<file path="src/hdl/tag_line_link_receiver_core_macros.svh">
// assertion macros for the tag line link receiver
`ifndef TAG_LINE_LINK_RECEIVER_CORE_MACROS_SVH
`define TAG_LINE_LINK_RECEIVER_CORE_MACROS_SVH
`ifndef SYNTHESIS
// same-cycle implication
`define TLLR_ASSERT_NOW(label, clk, rst, ante, cons) \
   label: assert property (@(posedge clk) disable iff (rst) (ante) |-> (cons)) \
      else $error("tllr check failed");
// next-cycle implication
`define TLLR_ASSERT_NEXT(label, clk, rst, ante, cons) \
   label: assert property (@(posedge clk) disable iff (rst) (ante) |=> (cons)) \
      else $error("tllr check failed");
`else
`define TLLR_ASSERT_NOW(label, clk, rst, ante, cons)
`define TLLR_ASSERT_NEXT(label, clk, rst, ante, cons)
`endif
`endif

</file>
<file path="src/hdl/tllr_pkg.sv">
`default_nettype none
package tllr_pkg;

   localparam int ID_WIDTH = 32;
   localparam int SID_WIDTH = 32;

   localparam logic [7:0] CH_PROMPT = 8'h3E;
   localparam logic [7:0] CH_SPACE  = 8'h20;
   localparam logic [7:0] CH_CR     = 8'h0D;
   localparam logic [7:0] CH_LF     = 8'h0A;
   localparam logic [7:0] CH_BANG   = 8'h21;
   localparam logic [7:0] CH_PLUS   = 8'h2B;
   localparam logic [7:0] CH_ZERO   = 8'h30;
   localparam logic [7:0] CH_ONE    = 8'h31;
   localparam logic [7:0] CH_NINE   = 8'h39;
   localparam logic [7:0] CH_LOW_A  = 8'h61;
   localparam logic [7:0] CH_LOW_F  = 8'h66;

   typedef enum logic [1:0] {
      ERR_NONE   = 2'd0,
      ERR_STATUS = 2'd1,
      ERR_DATA   = 2'd2
   } line_error_type;

   typedef struct packed {
      logic                 byte_valid;
      logic [7:0]           byte_value;
      logic                 link_up;
      logic [SID_WIDTH-1:0] session_id;
      logic                 session_reset;
      line_error_type       line_error;
   } result_type;

   typedef struct packed {
      logic       valid;
      logic [7:0] rx_char;
   } held_item_type;

   // {digit ok, nibble} for a lower-case hex digit
   function automatic logic [4:0] hex_digit(input logic [7:0] c);
      logic [7:0] d;
      begin
         d = 8'd0;
         if (c >= CH_ZERO && c <= CH_NINE) begin
            d = c - CH_ZERO;
            hex_digit = {1'b1, d[3:0]};
         end else if (c >= CH_LOW_A && c <= CH_LOW_F) begin
            d = c - CH_LOW_A + 8'd10;
            hex_digit = {1'b1, d[3:0]};
         end else begin
            hex_digit = 5'd0;
         end
      end
   endfunction

endpackage
`default_nettype wire

</file>
<file path="src/hdl/tag_line_link_receiver_core.sv">
//  channel  direction  handshake          payload
//  req      in         req_valid/stall    req_rx_char
//  rsp      out        rsp_valid/stall    byte, link state, session id, error
//
//  one character per cycle unless rsp_stall holds a full result register;
//  characters pass the input register, then parse logic to the result register
//  reset (synchronous, active high) leaves the parser at line start, link down
//  req_stall rises only while the result register is full and rsp_stall is high
//  every accepted transaction produces exactly one rsp transaction
`default_nettype none
`include "tag_line_link_receiver_core_macros.svh"
module tag_line_link_receiver_core
   import tllr_pkg::*;
(
   input  wire logic                 clock,
   input  wire logic                 reset,
   input  wire logic                 req_valid,
   output logic                      req_stall,
   input  wire logic [7:0]           req_rx_char,
   output logic                      rsp_valid,
   input  wire logic                 rsp_stall,
   output logic                      rsp_byte_valid,
   output logic [7:0]                rsp_byte_value,
   output logic                      rsp_link_up,
   output logic [SID_WIDTH-1:0]      rsp_session_id,
   output logic                      rsp_session_reset,
   output logic [1:0]                rsp_line_error
);

   held_item_type item;
   result_type    result;
   result_type    rsp_ff;
   logic          rsp_valid_ff, rsp_valid_in;
   logic          advance;
   logic          fire;

   // result register can take a new transaction when empty or draining
   assign advance = !rsp_valid_ff || !rsp_stall;
   // held character moves through the parser this cycle
   assign fire    = item.valid && advance;

   tllr_in_stage u_in_stage (
      .clock       (clock),
      .reset       (reset),
      .req_valid   (req_valid),
      .req_rx_char (req_rx_char),
      .advance     (advance),
      .req_stall   (req_stall),
      .item        (item)
   );

   // parse state only moves when a character fires
   tllr_parse u_parse (
      .clock   (clock),
      .reset   (reset),
      .fire    (fire),
      .rx_char (item.rx_char),
      .result  (result)
   );

   always_comb begin
      rsp_valid_in = rsp_valid_ff;
      if (fire) begin
         rsp_valid_in = 1'b1;
      end else if (!rsp_stall) begin
         rsp_valid_in = 1'b0;
      end
   end

   // result register: control reset, payload loads on fire
   always_ff @(posedge clock) begin
      if (reset) begin
         rsp_valid_ff <= 1'b0;
      end else begin
         rsp_valid_ff <= rsp_valid_in;
      end
      if (fire) begin
         rsp_ff <= result;
      end
   end

   assign rsp_valid         = rsp_valid_ff;
   assign rsp_byte_valid    = rsp_ff.byte_valid;
   assign rsp_byte_value    = rsp_ff.byte_value;
   assign rsp_link_up       = rsp_ff.link_up;
   assign rsp_session_id    = rsp_ff.session_id;
   assign rsp_session_reset = rsp_ff.session_reset;
   assign rsp_line_error    = rsp_ff.line_error;

   // a data byte only goes out while the link is up
   `TLLR_ASSERT_NOW(a_byte_needs_link, clock, reset, rsp_valid && rsp_byte_valid, rsp_link_up)
   // id reads zero whenever the link is down
   `TLLR_ASSERT_NOW(a_id_zero_down, clock, reset, rsp_valid && !rsp_link_up, rsp_session_id == '0)
   // an errored line neither delivers a byte nor changes the link
   `TLLR_ASSERT_NOW(a_err_no_effect, clock, reset, rsp_valid && (rsp_line_error != ERR_NONE), !rsp_byte_valid && !rsp_session_reset)
   // input side only backs up behind a full, stalled result register
   `TLLR_ASSERT_NOW(a_stall_cause, clock, reset, req_stall, rsp_valid && rsp_stall)
   // a fired character always shows up as a result next cycle
   `TLLR_ASSERT_NEXT(a_fire_result, clock, reset, fire, rsp_valid)

endmodule
`default_nettype wire

</file>
<file path="src/hdl/tllr_in_stage.sv">
`default_nettype none
module tllr_in_stage
   import tllr_pkg::*;
(
   input  wire logic          clock,
   input  wire logic          reset,
   input  wire logic          req_valid,
   input  wire logic [7:0]    req_rx_char,
   input  wire logic          advance,
   output logic               req_stall,
   output held_item_type      item
);

   logic       valid_ff, valid_in;
   logic [7:0] char_ff;
   logic       take;

   assign req_stall = valid_ff && !advance;
   assign take      = req_valid && !req_stall;

   always_comb begin
      valid_in = valid_ff;
      if (take) begin
         valid_in = 1'b1;
      end else if (advance) begin
         valid_in = 1'b0;
      end
   end

   always_ff @(posedge clock) begin
      if (reset) begin
         valid_ff <= 1'b0;
      end else begin
         valid_ff <= valid_in;
      end
      if (take) begin
         char_ff <= req_rx_char;
      end
   end

   assign item.valid   = valid_ff;
   assign item.rx_char = char_ff;

endmodule
`default_nettype wire

</file>
<file path="src/hdl/tllr_parse.sv">
`default_nettype none
module tllr_parse
   import tllr_pkg::*;
(
   input  wire logic       clock,
   input  wire logic       reset,
   input  wire logic       fire,
   input  wire logic [7:0] rx_char,
   output result_type      result
);

   typedef enum logic [1:0] {
      PH_START  = 2'd0,
      PH_IGNORE = 2'd1,
      PH_TAG    = 2'd2
   } phase_type;

   phase_type           phase_ff, phase_in;
   logic                is_data_ff, is_data_in;
   logic [7:0]          first_ff, first_in;
   logic [7:0]          second_ff, second_in;
   logic [1:0]          held_ff, held_in;
   logic                conn_ff, conn_in;
   logic [ID_WIDTH-1:0] count_ff, count_in;
   logic [7:0]          flag;
   logic [4:0]          h1, h2;
   logic                byte_ok;
   logic [7:0]          byte_val;
   logic                sreset;
   line_error_type      err;

   always_comb begin
      phase_in   = phase_ff;
      is_data_in = is_data_ff;
      first_in   = first_ff;
      second_in  = second_ff;
      held_in    = held_ff;
      conn_in    = conn_ff;
      count_in   = count_ff;
      byte_ok    = 1'b0;
      byte_val   = 8'd0;
      sreset     = 1'b0;
      err        = ERR_NONE;
      flag       = (held_ff != 2'd0) ? first_ff : 8'd0;
      h1         = (held_ff != 2'd0) ? hex_digit(first_ff) : 5'd0;
      h2         = (held_ff == 2'd2) ? hex_digit(second_ff) : 5'd0;
      if (fire) begin
         case (phase_ff)
            PH_IGNORE: begin
               if (rx_char == CH_LF) begin
                  phase_in = PH_START;
                  held_in  = 2'd0;
               end
            end
            PH_TAG: begin
               if (rx_char == CH_CR) begin
                  // carriage return inside a tag line is dropped
               end else if (rx_char == CH_LF) begin
                  if (!is_data_ff) begin
                     if (flag != CH_ZERO && flag != CH_ONE) begin
                        err = ERR_STATUS;
                     end else if (flag == CH_ONE && !conn_ff) begin
                        conn_in  = 1'b1;
                        count_in = count_ff + {{(ID_WIDTH-1){1'b0}}, 1'b1};
                        sreset   = 1'b1;
                     end else if (flag == CH_ZERO && conn_ff) begin
                        conn_in = 1'b0;
                        sreset  = 1'b1;
                     end
                  end else if (conn_ff) begin
                     if (h1[4] && h2[4]) begin
                        byte_ok  = 1'b1;
                        byte_val = {h1[3:0], h2[3:0]};
                     end else begin
                        err = ERR_DATA;
                     end
                  end
                  phase_in   = PH_START;
                  is_data_in = 1'b0;
                  held_in    = 2'd0;
               end else if (held_ff == 2'd0) begin
                  first_in = rx_char;
                  held_in  = 2'd1;
               end else if (held_ff == 2'd1) begin
                  second_in = rx_char;
                  held_in   = 2'd2;
               end
            end
            default: begin
               phase_in   = PH_START;
               is_data_in = 1'b0;
               held_in    = 2'd0;
               if (rx_char == CH_PROMPT || rx_char == CH_SPACE ||
                   rx_char == CH_CR || rx_char == CH_LF) begin
                  // leading filler skipped
               end else if (rx_char == CH_BANG || rx_char == CH_PLUS) begin
                  phase_in   = PH_TAG;
                  is_data_in = (rx_char == CH_PLUS);
               end else begin
                  phase_in = PH_IGNORE;
               end
            end
         endcase
      end
   end

   always_ff @(posedge clock) begin
      if (reset) begin
         phase_ff   <= PH_START;
         is_data_ff <= 1'b0;
         held_ff    <= 2'd0;
         conn_ff    <= 1'b0;
         count_ff   <= '0;
      end else begin
         phase_ff   <= phase_in;
         is_data_ff <= is_data_in;
         held_ff    <= held_in;
         conn_ff    <= conn_in;
         count_ff   <= count_in;
      end
      first_ff  <= first_in;
      second_ff <= second_in;
   end

   assign result.byte_valid    = byte_ok;
   assign result.byte_value    = byte_val;
   assign result.link_up       = conn_in;
   assign result.session_id    = conn_in ? SID_WIDTH'(count_in) : '0;
   assign result.session_reset = sreset;
   assign result.line_error    = err;

endmodule
`default_nettype wire
</file>
<file path="config.mk">
export PLATFORM = sky130hd
export DESIGN_NAME = tag_line_link_receiver_core
export DESIGN_NICKNAME = d
export VERILOG_FILES = /design/src/hdl/tllr_pkg.sv /design/src/hdl/tag_line_link_receiver_core.sv /design/src/hdl/tllr_in_stage.sv /design/src/hdl/tllr_parse.sv
export VERILOG_INCLUDE_DIRS = /design/src /design/src/hdl
export SDC_FILE = /design/constraint.sdc
export NUM_CORES = 1
export LEC_CHECK = 0
export BUFFER_PORTS_ARGS = -buffer_cell sky130_fd_sc_hd__buf_2
export CAP_MARGIN = 10
export CORE_MARGIN = 2
export CORE_UTILIZATION = 45
export DETAILED_ROUTE_END_ITERATION = 10
export PLACE_DENSITY = 0.67
export SYNTH_ARGS = -nofsm -noshare
export SYNTH_HDL_FRONTEND = slang
export SYNTH_SLANG_ARGS = --single-unit
</file>
<file path="constraint.sdc">
create_clock -name clock -period 6.3 [get_ports clock]
set_input_delay 0.945 -clock clock [delete_from_list [all_inputs] [get_ports clock]]
set_output_delay 0.945 -clock clock [all_outputs]
set_load 0.01 [all_outputs]
</file>
==> results of run 1 <==
==> routing by layer <==
layer / wire length (um) / vias to the layer above / share of wire (%)
met4: 129 / 0 / 1.3
li1: - / 1792 / -
met5: 0 / - / 0
met2: 4550 / 96 / 46
met3: 559 / 9 / 5.7
met1: 4600 / 1695 / 47
==> synthesized netlist by cell type (all sizes together) (3+ instances only) <==
cell and n:
a21oi 33, or3 5, inv 13, dfxtp 40
nor2b 5, nor4 21, nor2 52, nand3 16
nand3b 3, or2 3, buf 5, nand4bb 7
and3 9, nand4b 7, edfxtp 69, nor4b 3
a31oi 3, or4b 3, nor3b 3, and4 5
xnor2 22, nand4 12, nor3 18, ha 11
nand2 20, nand2b 3, clkbuf 11, or4 5
o21ai 10
==> worst max-delay path, cell delays in order, from the launching register on <==
cell and delay, ns:
edfxtp_1 0.40, nor4bb_1 0.63, nand3_1 0.79, nor3_2 0.65
mux2i_2 0.85, buf_4 0.37, nor2_1 0.08
==> per-stage QoR <==
stage                     area, um2  utilization (%)  setup slack (ns)  power (mW)  std cells
after floorplan                4940                -              2.55       0.825        444
after global placement         5370             49.8              2.07       0.847        630
after detailed placement       5370             49.8              1.92       0.848        630
after CTS                      5530             51.3              2.24        1.21        646
after global routing           5530             51.3              1.89        1.25        646
final                          5530             51.3              2.26        1.20        646
==> power by group through the flow <==
stage	clock, mW	sequential (mW)	combinational, mW
2_1_floorplan	0	0.807	0.0180
3_3_place_gp	0	0.800	0.0473
3_5_place_dp	0	0.800	0.0481
4_1_cts	0.381	0.784	0.0482
5_1_grt	0.409	0.786	0.0525
6_report	0.368	0.784	0.0474
==> path summary, 6_finish.rpt <==
kind,startpoint,to,slack (ns),cells past startpoint
max,u_parse.first_ff[7],rsp_session_id[0],2.26,6
min,u_in_stage.valid_ff,rsp_valid,0.50,2
max reg2reg,u_parse.first_ff[7],rsp_session_id[0],2.26,6
min reg2reg,u_in_stage.valid_ff,rsp_valid,0.50,2
==> registers in the layout, summed over array words and instances (netlist names), 2 cells and up <==
register and count:
u_parse.held_ff 2, rsp_line_error 2, u_parse.first_ff 8, u_parse.count_ff 32
u_parse.phase_ff 2, u_in_stage.char_ff 8, rsp_byte_value 8, u_parse.second_ff 8
rsp_session_id 32
==> cells in the final DEF, fill, tap and decap left out, types with 3 or more instances in the layout <==
| cell | n |
|---|---|
| nand4bb_1 | 7 |
| ha_1 | 11 |
| nor4b_1 | 3 |
| nor4_1 | 20 |
| inv_1 | 12 |
| nor3b_1 | 3 |
| nand4_1 | 11 |
| clkbuf_1 | 3 |
| nor2_1 | 52 |
| dfxtp_1 | 40 |
| nand2b_1 | 3 |
| a21oi_1 | 33 |
| a31oi_1 | 3 |
| nand3b_1 | 3 |
| edfxtp_1 | 69 |
| clkbuf_8 | 9 |
| or3_1 | 4 |
| nand4b_1 | 7 |
| buf_2 | 58 |
| xnor2_1 | 22 |
| nor2b_1 | 5 |
| nand3_1 | 16 |
| and3_1 | 9 |
| or2_2 | 3 |
| and4_1 | 4 |
| o21ai_0 | 10 |
| buf_4 | 4 |
| nor3_1 | 17 |
| or4_1 | 3 |
| nand2_1 | 20 |
==> cells by family after synthesis <==
kind of cell             share of synthesized area (%)
AO/OA/AOI/OAI                                     8.07
adder cells (fa/ha/maj)                           2.78
XOR/XNOR                                          4.07
flip-flops                                        58.1
buffers and inverters                             2.48
AND/OR/NAND/NOR                                   24.1
multiplexers                                     0.405
==> final cells by class <==
cell class | count | area, um2 | share of cell area, %
clock buffers | 12 | 135 | 2.44
clock inverters | 4 | 26.3 | 0.475
inverters | 13 | 48.8 | 0.882
multi-input cells | 306 | 1950 | 35.3
flip-flops and latches | 109 | 2870 | 51.9
well taps | 140 | 175 | 3.17
repair buffers | 62 | 320 | 5.79
==> metrics.csv, run 1 <==
stage,metric,value,unit
status,status,"finished, final reports clean",
clock_tree,CTS Root Cell,clkbuf_8,
logic_synthesis,Ys Warns,0,
pwr,Leak,1.76,nW
placement,# port buffers,58,
logic_synthesis,leading area contributor after synthesis,edfxtp_1,
timing,Max Freq,248,MHz
clock_tree,clock sinks,109,
logic_synthesis,Syn Area/Cell,11.1,um2
logic_synthesis,synth unique cells,60,
logic_synthesis,Async SR Flop Fraction,0,%
pwr,clock share of power,30.7,%
global_route,residual overflow from global routing,0,
timing,RSZ-0062 raised after global routing,false,
cells_and_area,diode count,0,
placement,GP Congestion,0.801,
timing,Slew @ Worst Pin,0.934,ns
detailed_routing,DRC,0,
timing,worst-case clock skew,0.0158,ns
clock_tree,CTS H-tree depth,3,
die,number of core rows,38,
timing,headroom to the max-slew limit,36.5,%
detailed_routing,Via Count,3592,
logic_synthesis,Syn Nets,467,
logic_synthesis,Synth Cell Area,4940,um2
die,die area,11800,um2
worst_setup_path,Worst Path Required,6.42,ns
global_route,largest net degree at the start of global routing,43,
detailed_routing,Avg WL per Cell,15.2,um
detailed_routing,vias per cell,5.56,
detailed_routing,DRT Wirelength,9.83,mm
logic_synthesis,"EDFF count, synth",69,
detailed_routing,1st-iter DRT viols,273,
die,Ports,59,
placement,post-detailed-placement half-perimeter wirelength,6.97,mm
job,Max Cap Viol,0,
clock_tree,number of setup buffers added after CTS,0,
global_route,met1 Usage GRT,24.4,%
worst_setup_path,Critical Path Start Type,flip-flop,
timing,"Period Utilization, post-route",64.1,%
timing,Fin Setup TNS,0,ns
logic_synthesis,Synth Instances,444,
pwr,worst IR drop on VDD,0.139,mV
hold_path,HP Class,reg2reg,
cells_and_area,ratio of cells with drive above 1 in the final layout,17.8,%
global_route,first-pass GRT wire length,16.4,mm
global_route,GR met2 Demand/Resource,27.7,%
global_route,met3 Resource Use GR,4.66,%
clock_tree,Inserted Clock Buffers,9,
pwr,sw power,0.264,mW
worst_setup_path,Crit Path Category,reg2reg,
logic_synthesis,register area share after synthesis,58.1,%
clock_tree,"Reg clk slew, reported paths",0.10,ns
cells_and_area,number of fill cells,950,
clock_tree,hold buffer count at CTS,0,
global_route,GRT Total Usage,17.8,%
detailed_routing,drt pass-1 iters,5,
timing,"Setup violations, final",0,
die,Die W,109,um
logic_synthesis,share of the synthesized area in the top cell type,41.9,%
detailed_routing,ANT nets after route,0,
global_route,vias in the first global route,3344,
cells_and_area,P&R area growth vs syn,11.9,%
timing,count of final max-slew check failures,0,
pwr,P_int,0.936,mW
logic_synthesis,"FF+latch count, synth",109,
timing,hold slack,0.501,ns
pwr,switching portion of total power,22.0,%
timing,post-route minimum period,4.04,ns
pwr,Power Dens Cells,217,nW/um2
clock_tree,Bufs on Longest Clock Path,2,
logic_synthesis,"Primary FF master, synth",edfxtp_1,
timing,Fin. Hold Viols,0,
global_route,GRT busiest layer,met2,
die,die height,109,um
pwr,part of the power in registers,65.3,%
global_route,antenna violations before repair,0,
clock_tree,clock latency at the later pin of the worst-skew pair,0.38,ns
worst_setup_path,worst-path maximum fanout,23,
clock_tree,post-CTS resize count,0,
pwr,logic gate share of total power,4.0,%
clock_tree,CTS tree,done,
worst_setup_path,endpoint class of the critical path,flip-flop,
die,Initial Util,45.8,%
worst_setup_path,Critical Path AT,4.16,ns
die,CORE AREA,10800,um2
cells_and_area,fin nets,524,
logic_synthesis,Area contributors post-synth,"edfxtp_1 (42%), dfxtp_1 (16%), nor2_1 (3.9%)",
No activity file was read; power rests on OpenSTA's default activity.
==> run 2: changes to the inputs <==
==> constraint.sdc (replaced) <==
create_clock -name clock -period 3.93 [get_ports clock]
set_input_delay 0.5895 -clock clock [delete_from_list [all_inputs] [get_ports clock]]
set_output_delay 0.5895 -clock clock [all_outputs]
set_load 0.01 [all_outputs]
==> metrics.csv, run 2 (synthesis gave the netlist of run 1 again) <==
stage,metric,value,unit
status,status,"finished, final reports clean",
cells_and_area,P&R area growth vs syn,13.2,%
die,die height,109,um
clock_tree,post-CTS resize count,0,
timing,RSZ-0062 raised after global routing,false,
die,Die W,109,um
global_route,largest net degree at the start of global routing,43,
clock_tree,CTS H-tree depth,3,
timing,"Period Utilization, post-route",71.1,%
worst_setup_path,Critical Path Start Type,flip-flop,
job,Max Cap Viol,0,
timing,count of final max-slew check failures,0,
global_route,vias in the first global route,3419,
worst_setup_path,RR Endpoint,rsp_session_id[24],
pwr,logic gate share of total power,3.9,%
pwr,sw power,0.429,mW
placement,GP Congestion,0.825,
clock_tree,number of setup buffers added after CTS,0,
pwr,Leak,1.79,nW
placement,# port buffers,58,
worst_setup_path,endpoint class of the critical path,flip-flop,
timing,headroom to the max-slew limit,45.9,%
cells_and_area,diode count,0,
clock_tree,hold buffer count at CTS,0,
die,CORE AREA,10800,um2
worst_setup_path,R2R setup slack,1.14,ns
detailed_routing,1st-iter DRT viols,353,
pwr,part of the power in registers,63.1,%
hold_path,Worst Hold Depth,1,
clock_tree,"Reg clk slew, reported paths",0.10,ns
worst_setup_path,Critical Path AT,2.89,ns
timing,"Setup violations, final",0,
worst_setup_path,Crit Path Category,reg2reg,
pwr,worst IR drop on VDD,0.221,mV
worst_setup_path,"CP delay by family, top",simple AND/OR/NAND/NOR gates,
clock_tree,CTS Root Cell,clkbuf_8,
worst_setup_path,CP max stage cell,or3_4,
clock_tree,Inserted Clock Buffers,9,
detailed_routing,drt pass-1 iters,5,
hold_path,hold_sp,req_rx_char[0],
cells_and_area,fin nets,529,
die,Ports,59,
hold_path,HP Class,in2reg,
die,Initial Util,45.8,%
timing,Slew @ Worst Pin,0.811,ns
die,die area,11800,um2
worst_setup_path,worst path cell trace,nor4_2 -> buf_4 -> nand4_1 -> or3_4 -> o41ai_1 -> a21oi_1,
worst_setup_path,worst-path maximum fanout,11,
clock_tree,clock latency at the later pin of the worst-skew pair,0.37,ns
worst_setup_path,Worst Path Required,4.03,ns
cells_and_area,fin util,51.9,%
worst_setup_path,CP max stage delay,0.57,ns
pwr,clock share of power,33.1,%
timing,Fin Setup TNS,0,ns
placement,placed cell area,5410,um2
cells_and_area,ratio of cells with drive above 1 in the final layout,18.8,%
timing,worst-case clock skew,0.0113,ns
die,number of core rows,38,
detailed_routing,DRT Wirelength,9.97,mm
cells_and_area,most frequent cells in the layout,"edfxtp_1 (69), buf_2 (58), nor2_1 (52)",
cells_and_area,design area,5600,um2
detailed_routing,DRC,0,
hold_path,WHS Endpoint,u_in_stage.char_ff[0],
global_route,antenna violations before repair,0,
pwr,Power Dens Cells,356,nW/um2
pwr,P_int,1.56,mW
worst_setup_path,Worst Reg-to-Reg Cells,6,
detailed_routing,vias per cell,5.60,
global_route,residual overflow from global routing,0,
clock_tree,clock sinks,109,
detailed_routing,ANT nets after route,0,
timing,post-route minimum period,2.79,ns
worst_setup_path,reg-to-reg critical path startpoint,u_in_stage.char_ff[2],
detailed_routing,Via Count,3648,
global_route,GRT Total Usage,17.6,%
pwr,switching portion of total power,21.6,%
clock_tree,Bufs on Longest Clock Path,2,
timing,Fin. Hold Viols,0,
timing,Max Freq,358,MHz
detailed_routing,Avg WL per Cell,15.3,um
cells_and_area,"most common cell after layout, fill and taps aside",edfxtp_1,
placement,post-detailed-placement half-perimeter wirelength,7.03,mm
clock_tree,CTS tree,done,
worst_setup_path,worst path buffer plus inverter count,1,
global_route,first-pass GRT wire length,16.3,mm
## run 2: cell type report
type	instances	area [um2]
inverters	13	48.8
flip-flops and latches	109	2870
well taps	140	175
repair buffers	67	358
clock inverters	6	61.3
multi-input cells	306	1950
fillers	946	5200
clock buffers	10	128
## run 2: worst max-delay path by stage
stage,startpoint,end,slack [ns],cells after the start
floorplan,rsp_stall,rsp_session_id[0],0.54,8
global placement,rsp_stall,rsp_session_id[26],0.88,8
detailed placement,rsp_stall,rsp_session_id[24],0.76,8
CTS,u_in_stage.char_ff[2],rsp_session_id[24],1.13,6
global route,u_in_stage.char_ff[2],rsp_session_id[24],0.87,6
finish,u_in_stage.char_ff[2],rsp_session_id[24],1.14,6
## run 2: routing by layer
layer | part of all wire (%) | vias to the layer above | routed length (um) | track usage (%)
met2 | 46 | 101 | 4590 | 26.6
met3 | 5.3 | 15 | 529 | 4.06
met1 | 47 | 1733 | 4660 | 24.8
met5 | 0 | - | 0 | 0
li1 | - | 1799 | - | -
met4 | 1.9 | 0 | 192 | 6.78
## run 2: power by group through the flow
stage	logic, mW	registers [mW]	clock network (mW)
floorplan	0.0288	1.29	0
global placement	0.0768	1.28	0
detailed placement	0.0780	1.28	0
CTS	0.0781	1.26	0.675
global route	0.0856	1.26	0.725
finish	0.0770	1.26	0.659
## run 2: worst reg2reg max path, cell delays in order (launching register included)
cell and delay [ns]:
edfxtp_1 0.48, nor4_2 0.31, buf_4 0.20, nand4_1 0.41
or3_4 0.57, o41ai_1 0.45, a21oi_1 0.12
## run 2: through the flow
step | setup WS [ns] | power (mW) | instances | hold slack [ns]
after global placement | 0.876 | 1.36 | 635 | 0.472
after floorplan | 0.536 | 1.32 | 444 | 0.450
final | 1.14 | 1.99 | 651 | 0.395
after CTS | 1.13 | 2.01 | 651 | 0.374
after detailed placement | 0.758 | 1.36 | 635 | 0.485
after global routing | 0.872 | 2.07 | 651 | 0.369
==> run 3: changes to the inputs <==
--- a/config.mk
+++ b/config.mk
@@ -11,7 +11,7 @@
 export CORE_MARGIN = 2
 export CORE_UTILIZATION = 45
 export DETAILED_ROUTE_END_ITERATION = 10
-export PLACE_DENSITY = 0.67
+export PLACE_DENSITY = 0.7
 export SYNTH_ARGS = -nofsm -noshare
 export SYNTH_HDL_FRONTEND = slang
 export SYNTH_SLANG_ARGS = --single-unit
==> constraint.sdc (replaced) <==
create_clock -name clock -period 2.41 [get_ports clock]
set_input_delay 0.3615 -clock clock [delete_from_list [all_inputs] [get_ports clock]]
set_output_delay 0.3615 -clock clock [all_outputs]
set_load 0.01 [all_outputs]
==> metrics.csv, run 3 (synthesis gave the netlist of run 1 again) <==
stage,metric,value,unit
worst_setup_path,Critical Path Start Type,flip-flop,
pwr,worst IR drop on VDD,0.298,mV
timing,count of final max-slew check failures,0,
clock_tree,"Reg clk slew, reported paths",0.10,ns
detailed_routing,DRC,0,
pwr,P_int,2.68,mW
global_route,antenna violations before repair,0,
worst_setup_path,endpoint class of the critical path,flip-flop,
worst_setup_path,R2R setup slack,0.07,ns
placement,dpl ws,-0.0422,ns
cells_and_area,fin nets,565,
worst_setup_path,worst-path maximum fanout,5,
pwr,clock share of power,34.9,%
job,Max Cap Viol,0,
pwr,part of the power in registers,60.5,%
placement,placed cell count,669,
die,die area,11800,um2
timing,headroom to the max-slew limit,57.6,%
die,Die W,109,um
detailed_routing,1st-iter DRT viols,212,
status,status,"finished, final reports clean",
pwr,Leak,2.02,nW
timing,Slew @ Worst Pin,0.635,ns
clock_tree,Bufs on Longest Clock Path,2,
cells_and_area,ratio of cells with drive above 1 in the final layout,28.7,%
placement,post-detailed-placement half-perimeter wirelength,7.79,mm
cells_and_area,diode count,0,
worst_setup_path,Worst Path Required,2.66,ns
detailed_routing,ANT nets after route,0,
timing,Final WS setup,0.0654,ns
hold_path,HP Class,in2reg,
clock_tree,clock latency at the later pin of the worst-skew pair,0.38,ns
timing,worst-case clock skew,0.0148,ns
worst_setup_path,Critical Path AT,2.59,ns
placement,# port buffers,58,
clock_tree,CTS H-tree depth,3,
pwr,logic gate share of total power,4.6,%
detailed_routing,Avg WL per Cell,15.5,um
global_route,first-pass GRT wire length,17.4,mm
die,Initial Util,45.8,%
timing,Max Freq,427,MHz
die,CORE AREA,10800,um2
cells_and_area,P&R area growth vs syn,22.6,%
timing,post-route minimum period,2.34,ns
global_route,largest net degree at the start of global routing,35,
timing,"Setup violations, final",0,
detailed_routing,drt pass-1 iters,5,
clock_tree,CTS tree,done,
placement,GP Congestion,0.925,
detailed_routing,Via Count,3823,
detailed_routing,vias per cell,5.56,
die,number of core rows,38,
worst_setup_path,Crit Path Category,reg2reg,
die,die height,109,um
pwr,Power Dens Cells,557,nW/um2
cells_and_area,Final Non-Filler Cells,687,
clock_tree,hold buffer count at CTS,0,
global_route,residual overflow from global routing,0,
global_route,GRT Total Usage,18.8,%
cells_and_area,most frequent cells in the layout,"edfxtp_1 (69), buf_2 (58), nor2_1 (52)",
die,Ports,59,
timing,hold slack,0.153,ns
timing,"Period Utilization, post-route",97.3,%
detailed_routing,DRT Wirelength,10.7,mm
clock_tree,CTS Root Cell,clkbuf_8,
cells_and_area,number of fill cells,926,
pwr,sw power,0.700,mW
pwr,switching portion of total power,20.7,%
global_route,vias in the first global route,3615,
timing,RSZ-0062 raised after global routing,true,
timing,Fin. Hold Viols,0,
clock_tree,Inserted Clock Buffers,9,
clock_tree,clock sinks,109,
cells_and_area,"most common cell after layout, fill and taps aside",edfxtp_1,
run 3: metrics by stage:
| stage | power (mW) | utilization (%) | setup TNS, ns | area (um2) |
|---|---|---|---|---|
| global route | 3.48 | 56.2 | -0.224 | 6060 |
| global placement | 2.24 | 53.3 | 0 | 5750 |
| CTS | 3.39 | 55.4 | 0 | 5980 |
| detailed placement | 2.24 | 53.3 | -0.0500 | 5750 |
| finish | 3.38 | 56.2 | 0 | 6060 |
| floorplan | 2.16 | - | -0.144 | 5040 |
run 3: worst paths after layout:
check,start,to,cells after the start
worst min-delay path,req_rx_char[1],u_in_stage.char_ff[1],1
worst min register to register,u_parse.phase_ff[1],u_parse.phase_ff[1],2
worst max register to register,u_parse.count_ff[3],rsp_session_id[26],5
worst max-delay path,u_parse.count_ff[3],rsp_session_id[26],5
run 3: cell type report:
| class | count | area [um2] | share of cell area (%) |
|---|---|---|---|
| multi-input cells | 306 | 2100 | 34.6 |
| clock buffers | 13 | 139 | 2.29 |
| clock inverters | 3 | 68.8 | 1.14 |
| well taps | 140 | 175 | 2.89 |
| repair buffers | 103 | 641 | 10.6 |
| inverters | 13 | 52.6 | 0.867 |
| flip-flops and latches | 109 | 2890 | 47.7 |
run 3: worst max-delay path, stage by stage, from the launching register on:
cell     delay [ns]
dfxtp_1        0.40
nand4_4        0.14
or4_4          0.56
or3_4          0.45
or4_4          0.54
a21oi_2        0.14
run 3: what timing repair did:
item / 4_1_cts / 5_1_grt
setup buffers: 2 / 0
pin swaps: 1 / 3
setup endpoints to repair: 4 / 51
resized for setup: 2 / 16
run 3: power groups by stage:
stage          sequential, mW  combinational, mW  clock, mW
2_1_floorplan            2.11             0.0519          0
3_3_place_gp             2.08              0.154          0
3_5_place_dp             2.09              0.157          0
4_1_cts                  2.04              0.157       1.19
5_1_grt                  2.05              0.170       1.26
6_report                 2.04              0.155       1.18
run 3: per-layer routing:
| metal | wire [um] | GRT usage [%] | up-vias |
|---|---|---|---|
| met5 | 0 | 0 | - |
| met4 | 159 | 6.87 | 0 |
| met3 | 514 | 3.35 | 14 |
| met2 | 5270 | 30.8 | 113 |
| met1 | 4730 | 24.9 | 1834 |
| li1 | - | - | 1862 |
